**src/rtl/dijkstra_shortest_paths_unit_defines.svh**
```systemverilog
// ----------------------------------------------------------------------------
// Assertion macros for the shortest path unit
// Shared concurrent assertion forms, clocked on clk and disabled in reset.
// ----------------------------------------------------------------------------
`ifndef DIJKSTRA_SHORTEST_PATHS_UNIT_DEFINES_SVH
`define DIJKSTRA_SHORTEST_PATHS_UNIT_DEFINES_SVH

// Same-cycle implication.
`define DSP_ASSERT_IMP(label, ante, cons) \
	label: assert property (@(posedge clk) disable iff (!arst_n) (ante) |-> (cons)) \
		else $error("shortest path unit assertion failed");

// Next-cycle implication.
`define DSP_ASSERT_NXT(label, ante, cons) \
	label: assert property (@(posedge clk) disable iff (!arst_n) (ante) |=> (cons)) \
		else $error("shortest path unit assertion failed");

`endif

```
**src/rtl/dsp_pkg.sv**
```systemverilog
// ----------------------------------------------------------------------------
// Shortest path unit package
// Command and result types, mode codes, register indexes and unit opcodes.
// ----------------------------------------------------------------------------
package dsp_pkg;

	localparam int DIST_W = 32;
	localparam int VTX_W = 10;
	localparam int CFG_IDX_W = 2;
	localparam int CFG_DATA_W = 16;

	localparam logic [1:0] MODE_LOAD_OFFSET = 2'd0;
	localparam logic [1:0] MODE_LOAD_EDGE = 2'd1;
	localparam logic [1:0] MODE_RUN = 2'd2;
	localparam logic [1:0] MODE_READ = 2'd3;

	localparam logic [CFG_IDX_W-1:0] CFG_VERTEX_COUNT = 2'd0;
	localparam logic [CFG_IDX_W-1:0] CFG_SOURCE_VERTEX = 2'd1;

	localparam logic ALU_ADD_SAT = 1'b0;
	localparam logic ALU_LESS = 1'b1;

	localparam logic KIND_RUN_DONE = 1'b0;
	localparam logic KIND_READ = 1'b1;

	typedef struct packed {
		logic [1:0] mode;
		logic [9:0] vertex_index;
		logic [12:0] edge_end_offset;
		logic [11:0] edge_index;
		logic [9:0] edge_target;
		logic [31:0] edge_weight;
	} cmd_t;

	typedef struct packed {
		logic result_kind;
		logic [31:0] distance;
		logic [9:0] predecessor;
		logic predecessor_valid;
		logic [10:0] settled_count;
	} result_t;

endpackage

```
**src/rtl/dsp_alu.sv**
```systemverilog
// ----------------------------------------------------------------------------
// Shortest path unit arithmetic
// Shared saturating adder and less-than comparator for distance values.
// ----------------------------------------------------------------------------
module dsp_alu (
	input  logic                      op,
	input  logic [dsp_pkg::DIST_W-1:0] a,
	input  logic [dsp_pkg::DIST_W-1:0] b,
	output logic [dsp_pkg::DIST_W-1:0] sum,
	output logic                      less
);
	import dsp_pkg::*;

	logic [DIST_W:0] wide;

	always_comb begin
		wide = {1'b0, a} + {1'b0, b};
		sum = '0;
		less = 1'b0;
		unique case (op)
			ALU_ADD_SAT: begin
				// A sum that reaches the unreached value stops one below it.
				if (wide >= {1'b0, {DIST_W{1'b1}}}) begin
					sum = {{(DIST_W-1){1'b1}}, 1'b0};
				end else begin
					sum = wide[DIST_W-1:0];
				end
			end
			ALU_LESS: begin
				less = a < b;
			end
			default: begin
				sum = '0;
			end
		endcase
	end
endmodule

```
**config.mk**
```make
export PLATFORM = sky130hd
export DESIGN_NAME = dsp_alu
export DESIGN_NICKNAME = d
export VERILOG_FILES = /design/src/rtl/dijkstra_shortest_paths_unit_defines.svh /design/src/rtl/dsp_pkg.sv /design/src/rtl/dsp_alu.sv
export SDC_FILE = /design/constraint.sdc
export NUM_CORES = 1
export LEC_CHECK = 0
export BUFFER_PORTS_ARGS = -buffer_cell sky130_fd_sc_hd__buf_2
export CAP_MARGIN = 20
export CORE_MARGIN = 2
export CORE_UTILIZATION = 40
export DETAILED_ROUTE_END_ITERATION = 10
export SLEW_MARGIN = 10
export SYNTH_ARGS = -nofsm -noshare
export SYNTH_HDL_FRONTEND = slang
export SYNTH_SLANG_ARGS = --single-unit
```
**constraint.sdc**
```tcl
create_clock -name vclk -period 16.7
set_clock_uncertainty 0.15 [all_clocks]
set_input_delay 4.175 -clock vclk [all_inputs]
set_output_delay 4.175 -clock vclk [all_outputs]
set_load 0.02 [all_outputs]
```
==> results_dict.tcl, run 1 <==
set metrics [dict create \
    post_layout_nonfiller_instances 647 \
    hold_buffers 0 \
    layout.area.seq_um2 0 \
    synth_sequential_area_ratio_pct 0 \
    timing.critical_path.cells "buf_2 -> ha_1 -> inv_1 -> fa_1 -> o21bai_1 -> nand3_1 -> a21oi_1 -> o211ai_2 -> a311o_1 -> a21oi_2 -> a31oi_4 -> o31a_4 -> a31oi_1 -> buf_2" \
    yosysUniqueCellTypes 68 \
    outcome "finished, final reports clean" \
    global_route.overflow_total 0 \
    worst_ep_arrival_time_ns 7.53 \
    coreArea_um2 7687 \
    maxCapViolCount 0 \
    rows 32 \
    cellLeakagePower_nw 1.842 \
    end_kind "output port" \
    wirelength_um 9541 \
    drt_drc_violations_left 0 \
    tritonroute_pass_1_iters 6 \
    setup-tns-final_ns 0 \
    fp.dieH_um 92.96 \
    initial_antenna_violation_count 0 \
    globalplace.congestion 0.9303 \
    worst_path_most_repeated_cell "buf_2" \
    drtIter0Drc 143 \
    worst_pin_slew_ns 0.8235 \
    critical_path.max_stage_delay_ns 0.44 \
    holdCritPathClass "in2out" \
    finalHoldWorstSlack_ns 8.782 \
    post-place-cells 647 \
    final_nets 677 \
    postRouteAntennaNets 0 \
    criticalPathCategory "in2out" \
    slew_headroom_pct 44.68 \
    final-max-slew-violation-count 0 \
    cp_buf_inv_count 3 \
    fillers 840 \
    grt_start_max_net_pins 30 \
    finalCritPeriodShare_pct 70.99 \
    synthDominantCellAreaShare_pct 25.30 \
    post_synth_top_area_cell "ha_1" \
    initial_core_utilization_pct 41.18 \
    layout.cells.most_common "buf_2" \
    number_of_global_route_vias_before_repair 3354 \
    timing.fmax_mhz 84.34 \
    clockBufferCount 0 \
    path_delay_family "compound AO/OA/AOI/OAI gates" \
    yosysWarningCount 0 \
    period_needed_ns 11.86 \
    report.final.hold_viol_count 0 \
    synth.top_cells.by_area "ha_1 25%, a21oi_1 8.9%, inv_1 7.8%, nor2_1 5.5%, xnor2_1 4.4%" \
    post_drt_via_cell_ratio 5.544 \
    design.seq.count 0 \
    place.port_buffers 98 \
    route.detailed.wl_per_inst_um 14.75 \
    grt_pass1_wl_um 15770 \
    critical-path-slowest-cell "o31a_4" \
    setup_viol 0 \
    die_width_um 92.96 \
    worstSetupStartpointType "input port" \
    rsz0062_at_grt "no" \
    diodes 0 \
    power_density_nw_per_um2 40.30 \
    final_util_pct 47.80 \
    total_die_area_um2 8642 \
    post_cts.repair.setup_buffers 0 \
    syn-num-nets 596 \
    average_cell_area_after_synthesis_um2 6.793 \
    drive_gt1_share_pct 21.47 \
    area_growth_syn_to_layout_pct 16.09 \
    report.power.total_mw 0.1481 \
    syn_inst 466 \
    max-vdd-ir-drop_mv 0.01526 \
    layout_common_cells "98 x buf_2, 66 x inv_1, 64 x ha_1" \
    timing.critical_path.required_ns 12.38 \
    boundaryPins 98 \
    place.detailed.hpwl_um 8051 \
    post_cts_resize_count 0 \
    grt.total_usage_pct 21.57 \
    vias 3587 \
    mappedNetlistArea_um2 3166 \
    crit_fanout 23 \
]
## metal layers
metal	wire [um]	global-route usage [%]	vias up
met3	508	0.8950	6
met4	80	1.593	0
met1	4381	29.80	1621
met2	4570	38.59	130
met5	0	0	-
li1	-	-	1830
## tightest hold or removal path, stage by stage
cell and delay [ns]:
buf_2 0.09, ha_1 0.16, or3_1 0.13, a31oi_1 0.05, buf_2 0.15
## Yosys cell counts, drive strengths merged (5+ instances only)
cell and count:
o31ai 10, o21ai 18, o311ai 5, nor2b 11
buf 12, nor3 16, inv 67, a31oi 9
a21oi 58, ha 64, o21bai 9, nor4 11
nand2 23, clkbuf 7, nand3 9, xnor2 16
nor2 46, nand4 9
## per-stage QoR
stage / instance area, um^2 / setup WS [ns]
final: 3675 / 4.844
after global routing: 3675 / 4.582
after CTS: 3675 / 4.849
after detailed placement: 3675 / 4.866
after global placement: 3675 / 4.901
after floorplan: 3166 / 5.373
## where the power goes
group / leakage (nW) / internal [mW] / switching [mW]
logic: 1.84 / 0.0552 / 0.0929
registers: 0 / 0 / 0
clock network: 0 / 0 / 0
## logic make-up after synthesis
kind of cell             after synthesis  synth area share (%)
AO/OA/AOI/OAI                        151                 33.91
XOR/XNOR                              19                 5.257
adder cells (fa/ha/maj)               65                 25.93
buffers and inverters                 86                 11.38
multiplexers                           2                0.6324
AND/OR/NAND/NOR                      143                 22.89
## area by class of cell
class,count,area (um^2),share of cell area [%]
inverters,67,251.5,6.844
multi-input cells,380,2805,76.34
repair buffers,98,490.5,13.35
well taps,102,127.6,3.473
## worst paths after layout
check / startpoint / end / cells after the start
worst max-delay path: a[0] / sum[9] / 14
worst min-delay path: b[0] / sum[0] / 5
(Power assumes the default switching activity.)
==> run 2, diff against run 1 <==
- clock period: 16.7 -> 11.84 ns (I/O delays scaled with it)
==> run 2 against run 1 <==
Net effect:
- power grew 41%
- sequential share of layout area is the same
- critical endpoint is now sum[20]
- first-iteration DRC count grew 17%
- highest routed layer unchanged
- clock-buffer cell count is the same
==> results_dict.tcl, run 2 (synthesized netlist as in run 1, its figures left out) <==
set metrics [dict create \
    end_kind "output port" \
    power.combinational.fraction_pct 100.0 \
    period_needed_ns 9.449 \
    drive_gt1_share_pct 21.47 \
    cellLeakagePower_nw 1.842 \
    maxCapViolCount 0 \
    tritonroute_pass_1_iters 4 \
    hold_buffers 0 \
    die_width_um 92.96 \
    number_of_global_route_vias_before_repair 3419 \
    critical_path.max_stage_delay_ns 0.44 \
    detailed_route_wirelength_on_metal3_um 556 \
    outcome "finished, final reports clean" \
    worst_path_most_repeated_cell "buf_2" \
    fillers 837 \
    clk_pwr_share_pct 0 \
    rows 32 \
    holdCritPathClass "in2out" \
    route.detailed.wl_per_inst_um 14.60 \
    setup-tns-final_ns 0 \
    fp.dieH_um 92.96 \
    post_cts.repair.setup_buffers 0 \
    grt_start_max_net_pins 30 \
    crit_fanout 23 \
    globalplace.congestion 0.9304 \
    criticalPathCategory "in2out" \
    place.detailed.hpwl_um 8079 \
    rsz0062_at_grt "no" \
    report.power.total_mw 0.2086 \
    final_nets 677 \
    global_route.overflow_total 0 \
    worstSetupStartpointType "input port" \
    slew_headroom_pct 45.04 \
    boundaryPins 98 \
    worst_pin_slew_ns 0.8181 \
    max-vdd-ir-drop_mv 0.02294 \
    postRouteAntennaNets 0 \
    place.port_buffers 98 \
    critical-path-slowest-cell "o31a_4" \
    layout_common_cells "98 x buf_2, 66 x inv_1, 64 x ha_1" \
    finalCritPeriodShare_pct 79.81 \
    timing.fmax_mhz 105.8 \
    vias 3624 \
    dp_worst_setup_slack_ns 2.399 \
    clockBufferCount 0 \
    finalHoldWorstSlack_ns 6.329 \
    grt_pass1_wl_um 15900 \
    design.seq.count 0 \
    layout.area.seq_um2 0 \
    grt.total_usage_pct 21.79 \
    layout.cells.most_common "buf_2" \
    diodes 0 \
    total_die_area_um2 8642 \
    timing.critical_path.cells "buf_2 -> ha_1 -> inv_1 -> fa_1 -> o21bai_1 -> nand3_1 -> a21oi_1 -> o211ai_2 -> a311o_1 -> a21oi_2 -> a31oi_4 -> o31a_4 -> a31oi_1 -> buf_2" \
    route.top_layer_used "met4" \
    cell_internal_pwr_mw 0.07782 \
    power_density_nw_per_um2 56.76 \
    met2WireLength_um 4431 \
    drt_drc_violations_left 0 \
    initial_antenna_violation_count 0 \
    worst_ep_arrival_time_ns 6.34 \
    initial_core_utilization_pct 41.18 \
    met1_length_um 4268 \
    switchingPower_mw 0.1308 \
    report.final.hold_viol_count 0 \
    setup_viol 0 \
    area_growth_syn_to_layout_pct 16.09 \
    post_cts_resize_count 0 \
    post_drt_via_cell_ratio 5.601 \
    setup_slack_ns 2.391 \
    timing.hold.worst.start "b[0]" \
    drtIter0Drc 168 \
    timing.critical_path.required_ns 8.73 \
    wirelength_um 9449 \
    coreArea_um2 7687 \
    switching_share_pct 62.69 \
    crit_path_start "a[0]" \
    final-max-slew-violation-count 0 \
    power_frac_seq_pct 0 \
]
==> run 2: cell counts in the layout (fill, tap and decap cells not counted) <==
Identical to the previous run, type by type.
==> run 2: worst max-delay path: cells and delay by family <==
kind / cells / cell delay (ns)
compound gates: 8 / 2.29
fa+ha+maj: 2 / 0.55
buf+inv: 3 / 0.36
simple gates: 1 / 0.18
==> run 2: stage by stage <==
stage	cell area [um^2]	utilization, %	cells
finish	3675	47.80	647
global route	3675	47.80	647
CTS	3675	47.80	647
detailed placement	3675	47.80	647
global placement	3675	47.80	647
floorplan	3166	-	466
==> run 2: layer usage <==
metal	up-vias	global-route usage, %
met1	1658	29.41
met4	0	4.167
met2	116	38.04
met5	-	0
met3	16	1.627
li1	1834	-
==> run 2: worst paths after layout <==
| check | endpoint | slack [ns] | cells past startpoint |
|---|---|---|---|
| worst max-delay path | sum[20] | 2.39 | 14 |
| worst min-delay path | sum[0] | 6.33 | 5 |
==> run 2: power by group through the flow <==
stage,Clock [mW],Combinational [mW],Sequential [mW]
after detailed placement,0,0.206,0
after floorplan,0,0.150,0
after global placement,0,0.206,0
after global routing,0,0.231,0
final,0,0.209,0
after CTS,0,0.208,0
==> run 2: final cells by class <==
type                       instances  area, um^2  area share (%)
tap                              102       127.6           3.473
multi-input combinational        380        2805           76.34
timing repair buffer              98       490.5           13.35
inverter                          67       251.5           6.844
